===== src/hdl/fbdr_pkg.sv =====
package fbdr_pkg;

  localparam int ROWS_DEFAULT    = 32;
  localparam int COLUMNS_DEFAULT = 16;

  // Field widths fixed by the interface.
  localparam int ROW_W  = 5;
  localparam int COL_W  = 4;
  localparam int WORD_W = 16;
  localparam int BYTE_W = 8;

  // Wide enough for row * COLUMNS + column at the largest column count.
  localparam int FULL_ADDR_W = 11;

  localparam logic [BYTE_W-1:0] ADDR_CMD = 8'h80;

  // Which byte of a request the emitter is sending.
  typedef enum logic [1:0] {
    BYTE_ROW = 2'd0,
    BYTE_COL = 2'd1,
    BYTE_HI  = 2'd2,
    BYTE_LO  = 2'd3
  } byte_sel_t;

  // One changed word, handed from the update stage to the emitter.
  typedef struct packed {
    logic [ROW_W-1:0]  row;
    logic [COL_W-1:0]  col;
    logic [WORD_W-1:0] word;
    logic              cont;
  } rec_t;

endpackage


===== src/hdl/fbdr_emit.sv =====
module fbdr_emit (
  input  logic                        clk,
  input  logic                        rst_n,
  input  logic                        rec_push,
  input  fbdr_pkg::rec_t              rec_data,
  output logic                        rec_ready,
  output logic                        out_valid,
  input  logic                        out_ready,
  output logic                        out_is_data,
  output logic [fbdr_pkg::BYTE_W-1:0] out_byte,
  output logic                        out_last_of_run
);

  logic                rec_valid_r;
  fbdr_pkg::rec_t      rec_r;
  fbdr_pkg::byte_sel_t seq_r;
  fbdr_pkg::byte_sel_t seq_nxt;

  logic                        out_valid_r;
  logic                        out_is_data_r;
  logic [fbdr_pkg::BYTE_W-1:0] out_byte_r;
  logic                        out_last_r;

  logic                        out_load;
  logic                        rec_done;
  logic                        byte_is_data;
  logic [fbdr_pkg::BYTE_W-1:0] byte_val;

  assign out_load  = rec_valid_r && (!out_valid_r || out_ready);
  assign rec_done  = out_load && (seq_r == fbdr_pkg::BYTE_LO);
  assign rec_ready = !rec_valid_r || rec_done;

  always_comb begin
    unique case (seq_r)
      fbdr_pkg::BYTE_ROW: begin
        byte_is_data = 1'b0;
        byte_val     = fbdr_pkg::ADDR_CMD | fbdr_pkg::BYTE_W'(rec_r.row);
        seq_nxt      = fbdr_pkg::BYTE_COL;
      end
      fbdr_pkg::BYTE_COL: begin
        byte_is_data = 1'b0;
        byte_val     = fbdr_pkg::ADDR_CMD | fbdr_pkg::BYTE_W'(rec_r.col);
        seq_nxt      = fbdr_pkg::BYTE_HI;
      end
      fbdr_pkg::BYTE_HI: begin
        byte_is_data = 1'b1;
        byte_val     = rec_r.word[fbdr_pkg::WORD_W-1:fbdr_pkg::BYTE_W];
        seq_nxt      = fbdr_pkg::BYTE_LO;
      end
      fbdr_pkg::BYTE_LO: begin
        byte_is_data = 1'b1;
        byte_val     = rec_r.word[fbdr_pkg::BYTE_W-1:0];
        seq_nxt      = fbdr_pkg::BYTE_ROW;
      end
    endcase
  end

  always_ff @(posedge clk) begin
    if (!rst_n) begin
      rec_valid_r <= 1'b0;
      seq_r       <= fbdr_pkg::BYTE_ROW;
      out_valid_r <= 1'b0;
    end else begin
      if (rec_push) begin
        rec_valid_r <= 1'b1;
        seq_r       <= rec_data.cont ? fbdr_pkg::BYTE_HI : fbdr_pkg::BYTE_ROW;
      end else if (rec_done) begin
        rec_valid_r <= 1'b0;
      end else if (out_load) begin
        seq_r <= seq_nxt;
      end
      if (out_load) begin
        out_valid_r <= 1'b1;
      end else if (out_ready) begin
        out_valid_r <= 1'b0;
      end
    end
  end

  always_ff @(posedge clk) begin
    if (rec_push) begin
      rec_r <= rec_data;
    end
    if (out_load) begin
      out_is_data_r <= byte_is_data;
      out_byte_r    <= byte_val;
      out_last_r    <= (seq_r == fbdr_pkg::BYTE_LO);
    end
  end

  assign out_valid       = out_valid_r;
  assign out_is_data     = out_is_data_r;
  assign out_byte        = out_byte_r;
  assign out_last_of_run = out_last_r;

endmodule


===== config.mk =====
export PLATFORM = sky130hd
export DESIGN_NAME = fbdr_emit
export DESIGN_NICKNAME = d
export VERILOG_FILES = /design/src/hdl/fbdr_pkg.sv /design/src/hdl/fbdr_emit.sv
export SDC_FILE = /design/constraint.sdc
export NUM_CORES = 1
export LEC_CHECK = 0
export BUFFER_PORTS_ARGS = -buffer_cell sky130_fd_sc_hd__buf_4
export CAP_MARGIN = 0
export CORE_ASPECT_RATIO = 0.6
export CORE_MARGIN = 2
export CORE_UTILIZATION = 40
export DETAILED_ROUTE_END_ITERATION = 8
export SLEW_MARGIN = 10
export SYNTH_ARGS = -nofsm -noshare
export SYNTH_HDL_FRONTEND = slang
export SYNTH_SLANG_ARGS = --single-unit

===== constraint.sdc =====
create_clock -name clk -period 4.52 [get_ports clk]
set_clock_uncertainty 0.05 [all_clocks]
set_input_delay 0 -clock clk [delete_from_list [all_inputs] [get_ports clk]]
set_output_delay 0 -clock clk [all_outputs]
set_load 0.02 [all_outputs]

== Yosys cells after proc, flatten, opt, wreduce, memory -nomap -nowiden ==
Cells that the tools add are included.
Storage, ports and cells
  flip-flop bits (word level): 39
  input bits: 30
  output and inout bits: 12
Operators by class
  equality and inequality tests: 4
  muxes and demuxes: 11
  reduce and logical (&&, ||, !) cells: 13
Operators with widths (number)
  one-hot mux 8 bit (4 select lines): 1
  2-to-1 mux 2 bit: 4
  one-hot mux 2 bit (4 select lines): 1
  nonzero test 2 bit: 3
  == test 2 bit (second input constant): 2
  2-to-1 mux 1 bit: 4
  OR reduction 2 bit: 2
  == test 2 x 1 -> 1 bit (second input constant): 1
  logical AND 1 bit: 2
  zero test 1 bit: 2
  zero test 2 bit: 1
  logical OR 1 bit: 2
  != test 2 bit (second input constant): 1
  one-hot mux 1 bit (2 select lines): 1
  AND reduction 2 bit: 1

== Longest topological paths before layout ==
  depth in word-level cells: 6
  gate-level depth with buffers: 5
  depth with buffers taken out: 4

== Worst setup path before layout ==
Ideal clock, no wire load.
  kind: register -> register
  start: reg seq_r[0]
  end: reg out_byte_r, in the netlist out_byte[1] (data pin)
  arrival time: 1.165 ns
  path slack: 3.037 ns
  cell stages (with the launch flop): 6
  buffers on the path: 1
  period minus slack after synthesis: 1.483 ns
  cell sequence: dfxtp_1 > inv_1 > ha_1 > buf_6 > a222oi_1 > mux2i_1
On the way
  longest elaborated chain between the ends: 2
  elaborated cells on any way between the ends: 5
  those cells by class: 3 x eq/ne; 1 x mux; 1 x reduce/logical
Ends and longest elaborated chain
  start, declared: RTL line fbdr_emit.sv:16  | fbdr_pkg::byte_sel_t seq_r;
  start signal, assigned: RTL line fbdr_emit.sv:61  | seq_r <= fbdr_pkg::BYTE_ROW;
  start signal, assigned: RTL line fbdr_emit.sv:66  | seq_r <= rec_data.cont ? fbdr_pkg::BYTE_HI : fbdr_pkg::BYTE_ROW;
  start signal, assigned: RTL line fbdr_emit.sv:70  | seq_r <= seq_nxt;
  == test 2 bit, or another cell as far along: RTL line fbdr_emit.sv:34  | unique case (seq_r)
  one-hot mux 8 bit (4 select lines) (*): RTL line fbdr_emit.sv:34
  net byte_val, one bit: RTL line fbdr_emit.sv:27  | logic [fbdr_pkg::BYTE_W-1:0] byte_val;
  end signal, assigned: RTL line fbdr_emit.sv:86  | out_byte_r <= byte_val;
  end, declared: RTL line fbdr_emit.sv:21  | logic [fbdr_pkg::BYTE_W-1:0] out_byte_r;
Mark *: on every way through the listed nets, which the timed path passes. The rest lies on a longest branch.
A chain may end at the register's enable or synchronous reset.

== Worst setup path in the final report ==
  start: reg seq_r[0]
  end: reg out_byte_r, in the netlist out_byte[3] (data pin)
The elaborated chain is that of the path after synthesis.

==> impl_results.md <==
- Outcome: finished, final reports clean
- Pins over their slew limit: 0
- Post-DRT Antenna Nets: 0
- Vias in the first global route: 968
- Synth Register Bits: 39
- Worst Hold Class: input pin to flop
- Die height: 51.8 µm
- Final period utilization: between 30% and 40%
- Peak VDD IR: ~0.17 mV
- R2r startpoint: seq_r[0]$_SDFFE_PN0P_
- Syn_area_per_cell: 17.3 µm²
- First-pass GRT wire length: approximately 4400 µm
- Largest net degree at the start of global routing: 28
- Hold Violations, Final: 0
- Antenna diodes: 0
- Arr. time, crit path: about 1600 ps
- Total grt overflow: 0
- Number of port buffers: 41
- Number of fill cells: ~290
- NumNets Final: about 200
- Final hold slack: 26.8 ps
- Commonest non-fill, non-tap cell in the layout: buf_4
- # Max-Cap Violations: 0
- PostCTS Resize Cnt: 0
- Measured slew at the worst slew-check pin: 555 ps
- Area grow syn2layout: 44.9%
- Final setup violation count: 0
- Setup crit start kind: flop
- Final HPWL DP: ~1800 µm
- Synth Net Count: about 120
- RSZ-0062 raised after global routing: no
- Die X: roughly 84 µm
- Hold Startpoint: out_ready
- Die area: about 4300 µm²
- Critical path type: flop to flop
- Pleak: around 0.00089 µW
- Tmin final: between 1500 and 2000 ps
- Cells after Synth: 88
- Latest clock arrival within the worst-skew pair: 280 ps
- Library cells used by synthesis: 26
- Root Driver: clkbuf_8
- Clock tree buffer depth: 2
- Initial DRT Pass Iterations: 4
- Starting Density: a little over two fifths
- I/O pins: between 40 and 50
- Clk slew on worst S/H paths: 70 ps
- Initial antenna violation count: 0
- Routability Congestion: 0.695
- FP Rows: 17
- Largest fanout on the critical path: 10
- WL/cell: around 14 µm
- Sink Count: 39
- Routed vias: 974
- CTS tree: built
- Synth Warn #: 0
- Core Area: 3660 µm²
- FMAX: between 600 and 700 MHz
- Post-Synthesis Cell Area: 1520 µm²
- Seq/Total Area, Yosys: between 70% and 80%
- GRT Overall Usage: around 14%
- Worst relative slew slack: between 60% and 70%
- H-tree Lvls: 2
- WP data required: 4480 ps
- DRT iter0 DRCs: 62
- Power Dens Cells: about 340 nW/µm²
- Vias per std cell: 4.68
- Setup_tns: 0 ps
- Hold buffers post-CTS: 27
- CTS buffer count: 5
- Crit path from: seq_r[0]$_SDFFE_PN0P_
- # DRC: 0
- Post-Route WL: 2870 µm
- Most frequent cells in the layout: buf_4 (41), edfxtp_1 (35), dlygate4sd3_1 (27), inv_1 (8)
- Setup Buffers After CTS: 0
- CP Capture Type: flop
- Layout cell share with drive strength beyond 1: 32.9%
-- synthesized netlist by cell type --
| cell type | count | area [µm²] |
|---|---|---|
| a21boi_0 | 1 | 7.51 |
| a221oi_1 | 1 | 8.76 |
| a222oi_1 | 4 | 40.0 |
| a22oi_1 | 3 | 22.5 |
| a31oi_1 | 1 | 6.26 |
| and2_1 | 1 | 6.26 |
| buf_6 | 3 | 33.8 |
| dfxtp_1 | 4 | 80.1 |
| edfxtp_1 | 35 | 1050 |
| ha_1 | 5 | 62.6 |
| inv_1 | 8 | 30.0 |
| mux2i_1 | 4 | 40.0 |
| nand2_1 | 1 | 3.75 |
| nand2b_1 | 1 | 6.26 |
| nand2b_4 | 1 | 13.8 |
| nand4_1 | 1 | 6.26 |
| nor2_1 | 3 | 11.3 |
| nor2b_4 | 1 | 13.8 |
| nor4_2 | 1 | 12.5 |
| nor4bb_2 | 1 | 16.3 |
| o21a_1 | 1 | 7.51 |
| o21ai_0 | 3 | 15.0 |
| o21ai_1 | 1 | 5.00 |
| o21ai_2 | 1 | 8.76 |
| o21bai_1 | 1 | 7.51 |
| or2_2 | 1 | 6.26 |
-- logic make-up (layout without fill, tap and decap cells) --
group / Yosys count / after routing / share of synthesized area (%)
muxes: 4 / 4 / 2.63
buffers and inverters: 11 / 84 / 4.19
AOI/OAI and AO/OA: 17 / 17 / 8.46
DFF: 39 / 39 / 74.3
and+or+nand+nor: 12 / 12 / 6.33
adders and majority gates: 5 / 5 / 4.11
-- registers in the layout, summed over array words and instances (netlist names) --
signal,flops
rec_r,25
out_byte,8
seq_r,2
out_is_data,1
out_last_of_run,1
out_valid,1
rec_valid_r,1
-- power breakdown --
group          internal, µW  switching, µW
clock network           108            104
registers               424           10.1
logic                  54.9           43.2
-- routing by layer --
metal	global-route usage, %	vias to the layer above	share of wire, %	routed length [µm]
met5	0	-	0	0
met4	4.84	0	0.49	14
met3	6.19	2	7.1	203
met2	24.3	32	48	1380
met1	16.1	461	44	1270
li1	-	479	-	-
-- final cells by class --
type	instances	area [µm²]	share of cell area, %
Clock buffer	7	76.3	3.46
Clock inverter	1	5.00	0.227
Inverter	8	30.0	1.36
Multi-Input combinational cell	38	328	14.9
Sequential cell	39	1130	51.2
Tap cell	47	58.8	2.66
Timing Repair Buffer	68	578	26.2
-- path summary, 6_finish.rpt --
kind	endpoint	slack [ps]	cells past startpoint
setup / recovery	out_byte[3]$_DFFE_PP_	2880	4
hold / removal	out_valid$_SDFFE_PN0P_	30	3
setup reg to reg	out_byte[3]$_DFFE_PP_	2880	4
hold reg to reg	out_byte[4]$_DFFE_PP_	500	2
-- stage by stage --
step           area [µm²]  total power [µW]  utilization, %  worst slack (ps)  std cells
2_1_floorplan        1520               481               -              3040         88
3_3_place_gp         1860               520            50.7              2940        173
3_5_place_dp         1860               522            50.7              2870        173
4_1_cts              2210               753            60.3              2860        208
5_1_grt              2210               781            60.3              2720        208
6_report             2210               745            60.3              2880        208
-- critical path: stages, from the launching register on --
cell and delay, ps:
dfxtp_1 410, inv_1 110, ha_1 350, a222oi_1 350, mux2i_1 110
Power figures use the tool's default switching activity.
