===== src/hdl/fbdr_pkg.sv =====
package fbdr_pkg;

  localparam int ROWS_DEFAULT    = 32;
  localparam int COLUMNS_DEFAULT = 16;

  // Field widths fixed by the interface.
  localparam int ROW_W  = 5;
  localparam int COL_W  = 4;
  localparam int WORD_W = 16;
  localparam int BYTE_W = 8;

  // Wide enough for row * COLUMNS + column at the largest column count.
  localparam int FULL_ADDR_W = 11;

  localparam logic [BYTE_W-1:0] ADDR_CMD = 8'h80;

  // Which byte of a request the emitter is sending.
  typedef enum logic [1:0] {
    BYTE_ROW = 2'd0,
    BYTE_COL = 2'd1,
    BYTE_HI  = 2'd2,
    BYTE_LO  = 2'd3
  } byte_sel_t;

  // One changed word, handed from the update stage to the emitter.
  typedef struct packed {
    logic [ROW_W-1:0]  row;
    logic [COL_W-1:0]  col;
    logic [WORD_W-1:0] word;
    logic              cont;
  } rec_t;

endpackage


===== src/hdl/fbdr_update.sv =====
module fbdr_update #(
  parameter int ROWS    = fbdr_pkg::ROWS_DEFAULT,
  parameter int COLUMNS = fbdr_pkg::COLUMNS_DEFAULT,
  parameter int AW      = 9
) (
  input  logic                        clk,
  input  logic                        rst_n,
  input  logic                        in_valid,
  output logic                        in_ready,
  input  logic [fbdr_pkg::ROW_W-1:0]  in_row_index,
  input  logic [fbdr_pkg::COL_W-1:0]  in_column_index,
  input  logic [fbdr_pkg::WORD_W-1:0] in_pixel_word,
  input  logic                        enabled,
  input  logic                        clr_busy,
  output logic                        rd_en,
  output logic [AW-1:0]               rd_addr,
  input  logic [fbdr_pkg::WORD_W-1:0] rd_data,
  output logic                        wr_en,
  output logic [AW-1:0]               wr_addr,
  output logic [fbdr_pkg::WORD_W-1:0] wr_data,
  output logic                        rec_push,
  output fbdr_pkg::rec_t              rec_data,
  input  logic                        rec_ready
);

  logic [fbdr_pkg::FULL_ADDR_W-1:0] full_addr;
  logic                             pos_ok;

  logic                        s1_valid_r;
  logic                        s1_ok_r;
  logic [fbdr_pkg::ROW_W-1:0]  s1_row_r;
  logic [fbdr_pkg::COL_W-1:0]  s1_col_r;
  logic [fbdr_pkg::WORD_W-1:0] s1_word_r;
  logic [AW-1:0]               s1_addr_r;

  logic                        fwd_valid_r;
  logic [AW-1:0]               fwd_addr_r;
  logic [fbdr_pkg::WORD_W-1:0] fwd_data_r;

  logic                         run_open_r;
  logic [fbdr_pkg::ROW_W-1:0]   run_row_r;
  logic [fbdr_pkg::COL_W:0]     run_col_r;

  logic [fbdr_pkg::WORD_W-1:0] old_word;
  logic                        changed;
  logic                        cont;
  logic                        s1_go;
  logic                        accept;
  logic [fbdr_pkg::COL_W:0]    next_col;
  logic                        has_next;

  assign full_addr = fbdr_pkg::FULL_ADDR_W'(in_row_index) *
                     fbdr_pkg::FULL_ADDR_W'(COLUMNS) +
                     fbdr_pkg::FULL_ADDR_W'(in_column_index);
  assign pos_ok = (7'(in_row_index) < 7'(ROWS)) && (6'(in_column_index) < 6'(COLUMNS));

  // The entry may have been written at the very edge it was read; the last
  // write is kept aside and wins on an address match.
  assign old_word = (fwd_valid_r && fwd_addr_r == s1_addr_r) ? fwd_data_r : rd_data;
  assign changed  = s1_ok_r && (old_word != s1_word_r);
  assign cont     = run_open_r && (run_row_r == s1_row_r) &&
                    (run_col_r == {1'b0, s1_col_r});
  assign s1_go    = s1_valid_r && (!changed || rec_ready);
  assign in_ready = !clr_busy && (!s1_valid_r || s1_go);
  assign accept   = in_valid && in_ready;
  assign next_col = {1'b0, s1_col_r} + 5'd1;
  assign has_next = 6'(next_col) < 6'(COLUMNS);

  assign rd_en   = accept;
  assign rd_addr = full_addr[AW-1:0];
  assign wr_en   = s1_go && changed;
  assign wr_addr = s1_addr_r;
  assign wr_data = s1_word_r;

  assign rec_push      = wr_en;
  assign rec_data.row  = s1_row_r;
  assign rec_data.col  = s1_col_r;
  assign rec_data.word = s1_word_r;
  assign rec_data.cont = cont;

  always_ff @(posedge clk) begin
    if (!rst_n) begin
      s1_valid_r  <= 1'b0;
      fwd_valid_r <= 1'b0;
      run_open_r  <= 1'b0;
      run_row_r   <= '0;
      run_col_r   <= '0;
    end else begin
      if (accept) begin
        s1_valid_r <= 1'b1;
      end else if (s1_go) begin
        s1_valid_r <= 1'b0;
      end
      if (wr_en) begin
        fwd_valid_r <= 1'b1;
      end
      if (s1_go && s1_ok_r) begin
        if (!changed) begin
          run_open_r <= 1'b0;
        end else begin
          run_open_r <= has_next;
          run_row_r  <= s1_row_r;
          run_col_r  <= next_col;
        end
      end
    end
  end

  always_ff @(posedge clk) begin
    if (accept) begin
      s1_ok_r   <= enabled && pos_ok;
      s1_row_r  <= in_row_index;
      s1_col_r  <= in_column_index;
      s1_word_r <= in_pixel_word;
      s1_addr_r <= full_addr[AW-1:0];
    end
    if (wr_en) begin
      fwd_addr_r <= s1_addr_r;
      fwd_data_r <= s1_word_r;
    end
  end

endmodule


===== config.mk =====
export PLATFORM = sky130hd
export DESIGN_NAME = fbdr_update
export DESIGN_NICKNAME = d
export VERILOG_FILES = /design/src/hdl/fbdr_pkg.sv /design/src/hdl/fbdr_update.sv
export SDC_FILE = /design/constraint.sdc
export NUM_CORES = 1
export LEC_CHECK = 0
export ABC_CLOCK_PERIOD_IN_PS = 5650
export CAP_MARGIN = 40
export CORE_MARGIN = 5
export CORE_UTILIZATION = 60
export CTS_CLUSTER_SIZE = 30
export DETAILED_ROUTE_END_ITERATION = 8
export DONT_BUFFER_PORTS = 1
export GPL_TIMING_DRIVEN = 0
export PLACE_DENSITY = 0.73
export SETUP_SLACK_MARGIN = 0.05
export SLEW_MARGIN = 30
export SYNTH_ARGS = -nofsm -noshare
export SYNTH_HDL_FRONTEND = slang
export SYNTH_SLANG_ARGS = --single-unit

===== constraint.sdc =====
create_clock -name clk -period 5.65 [get_ports clk]
set_clock_uncertainty 0.2 [all_clocks]
set_input_delay 0.8475 -clock clk [delete_from_list [all_inputs] [get_ports clk]]
set_output_delay 0.8475 -clock clk [all_outputs]
set_load 0.1 [all_outputs]

### Yosys cells after proc, flatten, opt, wreduce, memory -nomap -nowiden

Index checks and enable logic that the tools add are counted.

| storage, ports and cells | value |
|---|---|
| ROM bits | 0 |
| logic and storage cells | 39 |
| memories kept | 0 |
| output and inout bits | 64 |
| register bits after elaboration | 73 |
| RAM bits | 0 |
| latch bits | 0 |

| cells by class | value |
|---|---|
| order comparisons | 1 |
| equality and inequality tests | 4 |
| add/sub/neg operators | 2 |
| multipliers | 0 |
| shifts and indexed selects | 0 |
| mux-type cells | 4 |
| bitwise logic cells | 0 |
| div/mod/pow operators | 0 |
| reduce and logical (&&, ||, !) cells | 16 |

Operators with widths:

| operator | count |
|---|---|
| $mux W16 | 1 |
| $ne A16 B16 Y1 | 1 |
| $add A9 B4 Y9 | 1 |
| $eq A9 B9 Y1 | 1 |
| $logic_and A1 B1 Y1 | 9 |
| $add A4 B1 Y5 const B | 1 |
| $eq A5 B4 Y1 | 1 |
| $eq A5 B5 Y1 | 1 |
| $lt A5 B5 Y1 const B | 1 |
| $logic_not A1 Y1 | 3 |
| $mux W1 | 3 |
| $logic_or A1 B1 Y1 | 2 |
| $reduce_and A2 Y1 | 1 |
| $reduce_bool A2 Y1 | 1 |

### Depth between registers and ports, before layout

Gate-level depths: netlist (run 1).

| depth | value |
|---|---|
| depth after elaboration | 12 |
| gate-level depth with buffers | 9 |

### Worst setup path before layout (run 1)

No wires, ideal clock.

| timing path | value |
|---|---|
| path type | register to output |
| start point | reg s1_col_r[2] (netlist name) |
| end point | out rd_en |
| cell stages (with the launch flop) | 9 |
| path slack | -0.529 ns |
| arrival | 5.131 ns |
| path through | edfxtp_1 -> buf_6 -> xnor2_2 -> nand4_2 -> nor3_4 -> mux2i_1 -> nand4_1 -> o31a_1 -> nor2b_1 |

RTL lines:

| item | line | source |
|---|---|---|
| end: declaration | fbdr_update.sv:15 | `output logic rd_en,` |

==> results.sh, run 1 <==
export IMPL_outcome="completed"
export IMPL_p_sw_uw=367
export IMPL_cts_tree="yes"
export IMPL_hold_path_class="reg -> reg"
export IMPL_synth_xor_area_share_pct=11.6
export IMPL_tightestPinTransition_ps=722
export IMPL_p_clk_share_pct=31.4
export IMPL_synth_mux_area_share_pct=4.54
export IMPL_grt_pass1_vias=2239
export IMPL_nets=351
export IMPL_multi_input_area_sq_um=983
export IMPL_areaGrowthSynthToFinish_pct=35.9
export IMPL_combPwrFrac_pct=21.8
export IMPL_die_w_microns=81.8
export IMPL_drc=0
export IMPL_max_vdd_ir_drop_mv=0.278
export IMPL_dr_pass1_iters=4
export IMPL_cts_resized_gates=0
export IMPL_worstPathArrival_ps=3680
export IMPL_finalMaxSlewViolations=0
export IMPL_cp_required_ps=4600
export IMPL_cts_setup_buffers=0
export IMPL_io_buffers=0
export IMPL_drv_cap=0
export IMPL_fillCellCount=234
export IMPL_design_core_area_sq_um=5040
export IMPL_syn_area_sq_um=3090
export IMPL_powerDensity_nw_per_um2=276
export IMPL_p_sw_share_pct=31.6
export IMPL_ys_seq_area_share_pct=58.0
export IMPL_clkLatencyLatePin_ps=330
export IMPL_p_leak_uw=0.00161
export IMPL_drtIter0Drc=173
export IMPL_regArea_sq_um=1790
export IMPL_synth_compound_area_share_pct=5.18
export IMPL_grt_max_degree=36
export IMPL_end_kind="primary output"
export IMPL_syn_instance_count=243
export IMPL_whs_ps=267
export IMPL_critPathKind="reg -> out"
export IMPL_ant_nets=0
export IMPL_initial_core_util_pct=61.3
export IMPL_overflow=0
export IMPL_cts_buffers_inserted=9
export IMPL_avgRoutedWirePerCell_microns=19.2
export IMPL_syn_avg_cell_area_sq_um=12.7
export IMPL_fp_dieH_microns=81.8
export IMPL_vias=2039
export IMPL_async_flop_share_pct=0
export IMPL_synth_adder_area_share_pct=0.405
export IMPL_synth_edff_count=51
export IMPL_htreeDepth=3
export IMPL_cts_root_buf="clkbuf_8"
export IMPL_clockBufferDepth=2
export IMPL_fin_crit_sh_pct=83.6
export IMPL_path_clk_slew_ps=70
export IMPL_wirelength_microns=7230
export IMPL_synth_top_family_by_area="XOR/XNOR gates"
export IMPL_row_count=26
export IMPL_antenna_found_initial=0
export IMPL_layout_drive_gt1_share_pct=29.0
export IMPL_ys_ff_latch=64
export IMPL_ys_types=40
export IMPL_yosys_warnings=0
export IMPL_drt_met1_wl_microns=2680
export IMPL_synth_flop_cell="edfxtp_1"
export IMPL_critPathLaunchType="flip-flop"
export IMPL_wl_met2_microns=3770
export IMPL_cp_max_fo=15
export IMPL_synthSimpleGateAreaFrac_pct=9.64
export IMPL_rsz0062_at_grt="false"
export IMPL_hpwl_microns=5330
export IMPL_fmax_mhz=212
export IMPL_viasPerCell=5.41
export IMPL_seq_power_share_pct=46.8
export IMPL_dp_cells=362
export IMPL_die_area_sq_um=6680
export IMPL_grt_pass1_wl_microns=11200
export IMPL_diodes=0
export IMPL_clock_sinks=64
export IMPL_routed_top_layer="met4"
export IMPL_holdBufCountCts=0
export IMPL_rrSetupSlack_ps=1820
export IMPL_place_gp_congestion=0.774
export IMPL_hold_viol=0
export IMPL_layout_min_cycle_time_ps=4720
export IMPL_synth_nets=291
export IMPL_route_met3_wl_microns=573
export IMPL_fin_cells=377
export IMPL_slew_limit_headroom_pct=51.8
export IMPL_p_int_uw=793
export IMPL_ios=111
export IMPL_finalSetupViolCount=0
export IMPL_grt_usage_pct=23.2
export IMPL_final_core_util_pct=83.3
[cell type report]
| type | instances | share of cell area (%) |
|---|---|---|
| Buffer | 40 | 6.97 |
| Inverter | 9 | 0.864 |
| Clock buffer | 9 | 2.95 |
| Tap cell | 70 | 2.09 |
| Multi-Input combinational cell | 130 | 23.4 |
| Sequential cell | 64 | 42.7 |
| Clock inverter | 6 | 1.22 |
| Timing Repair Buffer | 49 | 19.8 |
[kinds of logic after synthesis]
| kind of cell | after synthesis |
|---|---|
| and+or+nand+nor | 58 |
| DFF | 64 |
| muxes | 14 |
| buffers and inverters | 49 |
| AOI/OAI and AO/OA | 17 |
| xor gates and xnor gates | 40 |
| adders and majority gates | 1 |
[final timing paths]
| kind | startpoint | to | cells past startpoint |
|---|---|---|---|
| setup / recovery | s1_col_r[0] | rd_en | 9 |
| hold / removal | run_col_r[4] | run_col_r[4] | 2 |
| setup reg to reg | s1_col_r[0] | s1_row_r[1] | 9 |
| hold reg to reg | run_col_r[4] | run_col_r[4] | 2 |
[stage by stage]
| step | setup WS [ps] | total power, uW | instance area, sq um | TNS (ps) |
|---|---|---|---|---|
| floorplan | 485 | 735 | 3090 | 0 |
| global placement | -117 | 747 | 3180 | -117 |
| detailed placement | 1290 | 805 | 4020 | 0 |
| CTS | 894 | 1160 | 4200 | 0 |
| global route | 735 | 1190 | 4200 | 0 |
| finish | 925 | 1160 | 4200 | 0 |
[Yosys cell counts (2+ instances only)]
cell type / n / share of area (%)
o21a_1: 2 / 0.49
nand3_1: 2 / 0.32
nand2_1: 21 / 2.6
mux2i_1: 14 / 4.5
nand2b_1: 2 / 0.40
clkbuf_1: 3 / 0.36
inv_1: 8 / 0.97
nor4_1: 4 / 0.81
nand4_1: 7 / 1.4
dfxtp_1: 13 / 8.4
xnor2_1: 22 / 6.2
a22o_1: 2 / 0.57
nor2_1: 11 / 1.3
nor2b_1: 3 / 0.61
a221oi_1: 2 / 0.57
nor3_1: 2 / 0.32
edfxtp_1: 51 / 50
buf_4: 36 / 8.7
xor2_1: 17 / 4.8
[routing by layer]
metal  track usage (%)  up-vias
met5                 0        -
li1                  -      949
met1              25.7      960
met2              40.3      110
met3              6.69       20
met4              12.0        0
[layout by cell type (no fill, tap or decap), drive strengths merged, types with 3 or more instances in the layout]
| cell | count |
|---|---|
| clkinv | 5 |
| nor2 | 11 |
| nor2b | 3 |
| clkbuf | 12 |
| buf | 86 |
| nand2 | 21 |
| xor2 | 17 |
| nand4 | 8 |
| inv | 9 |
| nor3 | 3 |
| nor4 | 4 |
| mux2i | 14 |
| edfxtp | 51 |
| xnor2 | 23 |
| dfxtp | 13 |
[power groups by stage]
stage	clock, uW	combinational (uW)	sequential, uW
floorplan	0	137	597
global placement	0	145	602
detailed placement	0	253	553
CTS	367	254	543
global route	387	261	544
finish	364	253	543
[critical path: stages, from the launching register on]
cell and delay [ps]:
edfxtp_1 600, xnor2_1 270, nand4_1 170, nor3_4 490, mux2i_1 260, nand4_1 290, o31a_1 470, nor2b_4 380
buf_16 210, buf_16 190
[state kept, by name (all words and copies together) (netlist names)]
register,count
run_row_r,5
s1_valid_r,1
s1_row_r,5
fwd_addr_r,9
run_open_r,1
s1_col_r,3
run_col_r,5
fwd_data_r,16
fwd_valid_r,1
s1_ok_r,1
wr_addr,1
wr_data,16
Power figures use the tool's default switching activity.
==> run 2: changes to the inputs <==
Settings changed: ABC_AREA set to 1, ABC_CLOCK_PERIOD_IN_PS 5650 to 4500.
Clock period 5.65 ns to 4.5 ns, I/O delays scaled along.
==> run 2 against run 1 <==
Wire length grew 26%; synthesized area up 14%; highest routed layer unchanged; clock-buffer cell count rose by 1; final area grew 12%; cell count up 52%; global-route usage grew 1.5 points; setup slack got worse by 510 ps; first-iteration DRC count decreased by 4.6%; largest power group unchanged; non-clock buffer count rose by 7; clock power increased by 36%.
==> results.sh, run 2 <==
export IMPL_path_clk_slew_ps=70
export IMPL_rsz0062_at_grt="false"
export IMPL_dr_pass1_iters=4
export IMPL_ys_ff_latch=64
export IMPL_layout_setup_ws_ps=414
export IMPL_holdBufCountCts=0
export IMPL_io_buffers=0
export IMPL_p_sw_uw=488
export IMPL_ios=111
export IMPL_htreeDepth=3
export IMPL_setup_tns_ps=0
export IMPL_diodes=0
export IMPL_finalSetupViolCount=0
export IMPL_wirelength_microns=9090
export IMPL_drc=0
export IMPL_finalMaxSlewViolations=0
export IMPL_p_clk_share_pct=32.8
export IMPL_grt_max_degree=17
export IMPL_synth_common_cells="nand2_1 (132), inv_1 (65), edfxtp_1 (51), buf_4 (39), nand3_1 (37)"
export IMPL_design_core_area_sq_um=5820
export IMPL_seq_power_share_pct=45.1
export IMPL_critPathKind="reg -> out"
export IMPL_max_vdd_ir_drop_mv=0.360
export IMPL_viasPerCell=5.10
export IMPL_p_leak_uw=0.00224
export IMPL_synth_flop_cell="edfxtp_1"
export IMPL_powerDensity_nw_per_um2=321
export IMPL_gr_usage_met1_pct=28.9
export IMPL_synth_nets=475
export IMPL_slew_limit_headroom_pct=67.6
export IMPL_hold_path_startpoint="in_pixel_word[10]"
export IMPL_fin_crit_sh_pct=90.8
export IMPL_end_kind="primary output"
export IMPL_yosys_warnings=0
export IMPL_die_w_microns=86.7
export IMPL_grt_pass1_wl_microns=14200
export IMPL_grt_usage_pct=24.7
export IMPL_worstPathArrival_ps=3210
export IMPL_hold_depth=0
export IMPL_cts_buffers_inserted=9
export IMPL_clockBufferDepth=2
export IMPL_p_int_uw=1020
export IMPL_p_sw_share_pct=32.4
export IMPL_overflow=0
export IMPL_fp_dieH_microns=86.7
export IMPL_outcome="completed"
export IMPL_min_to="wr_data[10]"
export IMPL_yosys_area_top_type="edfxtp_1"
export IMPL_combPwrFrac_pct=22.1
export IMPL_met2_usage_pct=42.1
export IMPL_ys_seq_area_share_pct=50.8
export IMPL_drv_cap=0
export IMPL_startpoint="s1_row_r[4]"
export IMPL_hpwl_microns=6700
export IMPL_areaGrowthSynthToFinish_pct=33.0
export IMPL_clkLatencyLatePin_ps=340
export IMPL_final_common_cell="nand2_1"
export IMPL_syn_avg_cell_area_sq_um=8.26
export IMPL_layout_drive_gt1_share_pct=24.9
export IMPL_synthTopCellsByArea="edfxtp_1 (43%), nand2_1 (14%), buf_4 (8.3%)"
export IMPL_ant_nets=0
export IMPL_grt_pass1_vias=3010
export IMPL_async_flop_share_pct=0
export IMPL_cts_root_buf="clkbuf_8"
export IMPL_row_count=28
export IMPL_initial_core_util_pct=60.6
export IMPL_vias=2918
export IMPL_syn_area_sq_um=3530
export IMPL_final_cell_mix="nand2_1 (132), inv_1 (63), edfxtp_1 (51)"
export IMPL_hold_path_class="in -> reg"
export IMPL_rrSetupSlack_ps=960
export IMPL_nets=540
export IMPL_busiest_layer="met2"
export IMPL_ys_types=27
export IMPL_place_gp_congestion=0.799
export IMPL_avgRoutedWirePerCell_microns=15.9
export IMPL_r2r_start="s1_row_r[4]"
export IMPL_yosysTopAreaCellShare_pct=43.4
export IMPL_yosysMostFrequentCell="nand2_1"
export IMPL_antenna_found_initial=0
export IMPL_layout_min_cycle_time_ps=4090
export IMPL_fillCellCount=367
export IMPL_syn_instance_count=427
export IMPL_critPathLaunchType="flip-flop"
export IMPL_rr_worst_depth=20
export IMPL_whs_ps=223
export IMPL_tightestPinTransition_ps=484
export IMPL_use_met3_pct=6.56
export IMPL_clock_sinks=64
export IMPL_synth_edff_count=51
export IMPL_cts_tree="yes"
export IMPL_fmax_mhz=245
export IMPL_die_area_sq_um=7510
export IMPL_cp_max_fo=10
export IMPL_cp_required_ps=3620
export IMPL_reg2reg_to="wr_data[13]"
export IMPL_hold_viol=0
export IMPL_pre_cts_slack_ps=448
export IMPL_drtIter0Drc=165
[run 2: changes by cell type in the layout (fill, tap and decap cells not counted), sizes merged, moves of 14 or more]
cell / before / now
inv: 9 / 74
mux2i: 14 / 0
nand2: 21 / 136
nand3: 2 / 39
nor2: 11 / 40
xnor2: 23 / 0
[run 2: timing repair]
item | 4_1_cts | 5_1_grt
pin swaps | 0 | 1
setup buffers | 2 | 2
resized for setup | 0 | 1
setup endpoints to repair | 1 | 2
[run 2: cell families (layout without fill, tap and decap cells)]
group                      count (synthesis)  after routing  synth area share, %
and+or+nand+nor                          226            226                 27.9
buffers and inverters                    118            188                 17.2
DFF                                       64             64                 50.8
AOI/OAI and AO/OA                         13             13                 2.52
xor gates and xnor gates                   5              5                 1.24
adders and majority gates                  1              1                0.355
[run 2: worst max path at each step]
stage / cells after the start / slack (ps) / to
final: 19 / 410 / rec_push
after global routing: 19 / 50 / rec_push
after CTS: 17 / 150 / rd_en
after detailed placement: 19 / 450 / rec_push
after global placement: 17 / -760 / wr_en
after floorplan: 20 / -40 / wr_en
[run 2: metal layers]
metal	vias to the layer above	part of all wire, %
li1	1436	-
met1	1348	40
met2	115	51
met3	19	6.7
met4	0	2.4
met5	-	0
[run 2: final cells by class]
cell class	count	area (sq um)	area share, %
flip-flops and latches	64	1790	38.2
multi-input cells	245	1140	24.2
repair buffers	54	842	18.0
plain buffers	42	337	7.18
inverters	76	293	6.24
clock buffers	10	138	2.93
well taps	75	93.8	2.00
clock inverters	6	58.8	1.25
[run 2: critical path: stages (launching register included)]
cell        delay, ps
edfxtp_1          540
inv_2             100
nand2_1            70
nand2_1            50
nor2_1            170
nand2_1            90
nor2_2            140
nand2_2           180
nand2_1           130
nand2_1            60
nand2_1            50
nand2_1            60
nor2_1            110
nand2_1            70
nor2_1            200
a21oi_2           110
nand3_2           100
buf_6             160
clkinvlp_4        200
buf_12            230
[run 2: stage by stage]
step	std cells	area, sq um	utilization [%]	power, uW
after floorplan	427	3550	-	934
after global placement	502	3650	62.7	952
after detailed placement	552	4460	76.7	1020
after CTS	570	4670	80.3	1510
after global routing	572	4690	80.7	1560
final	572	4690	80.7	1510
[run 2: power by group through the flow]
stage / clock (uW) / combinational, uW / sequential, uW
2_1_floorplan: 0 / 185 / 750
3_3_place_gp: 0 / 196 / 756
3_5_place_dp: 0 / 329 / 693
4_1_cts: 497 / 331 / 680
5_1_grt: 534 / 347 / 682
6_report: 494 / 333 / 680
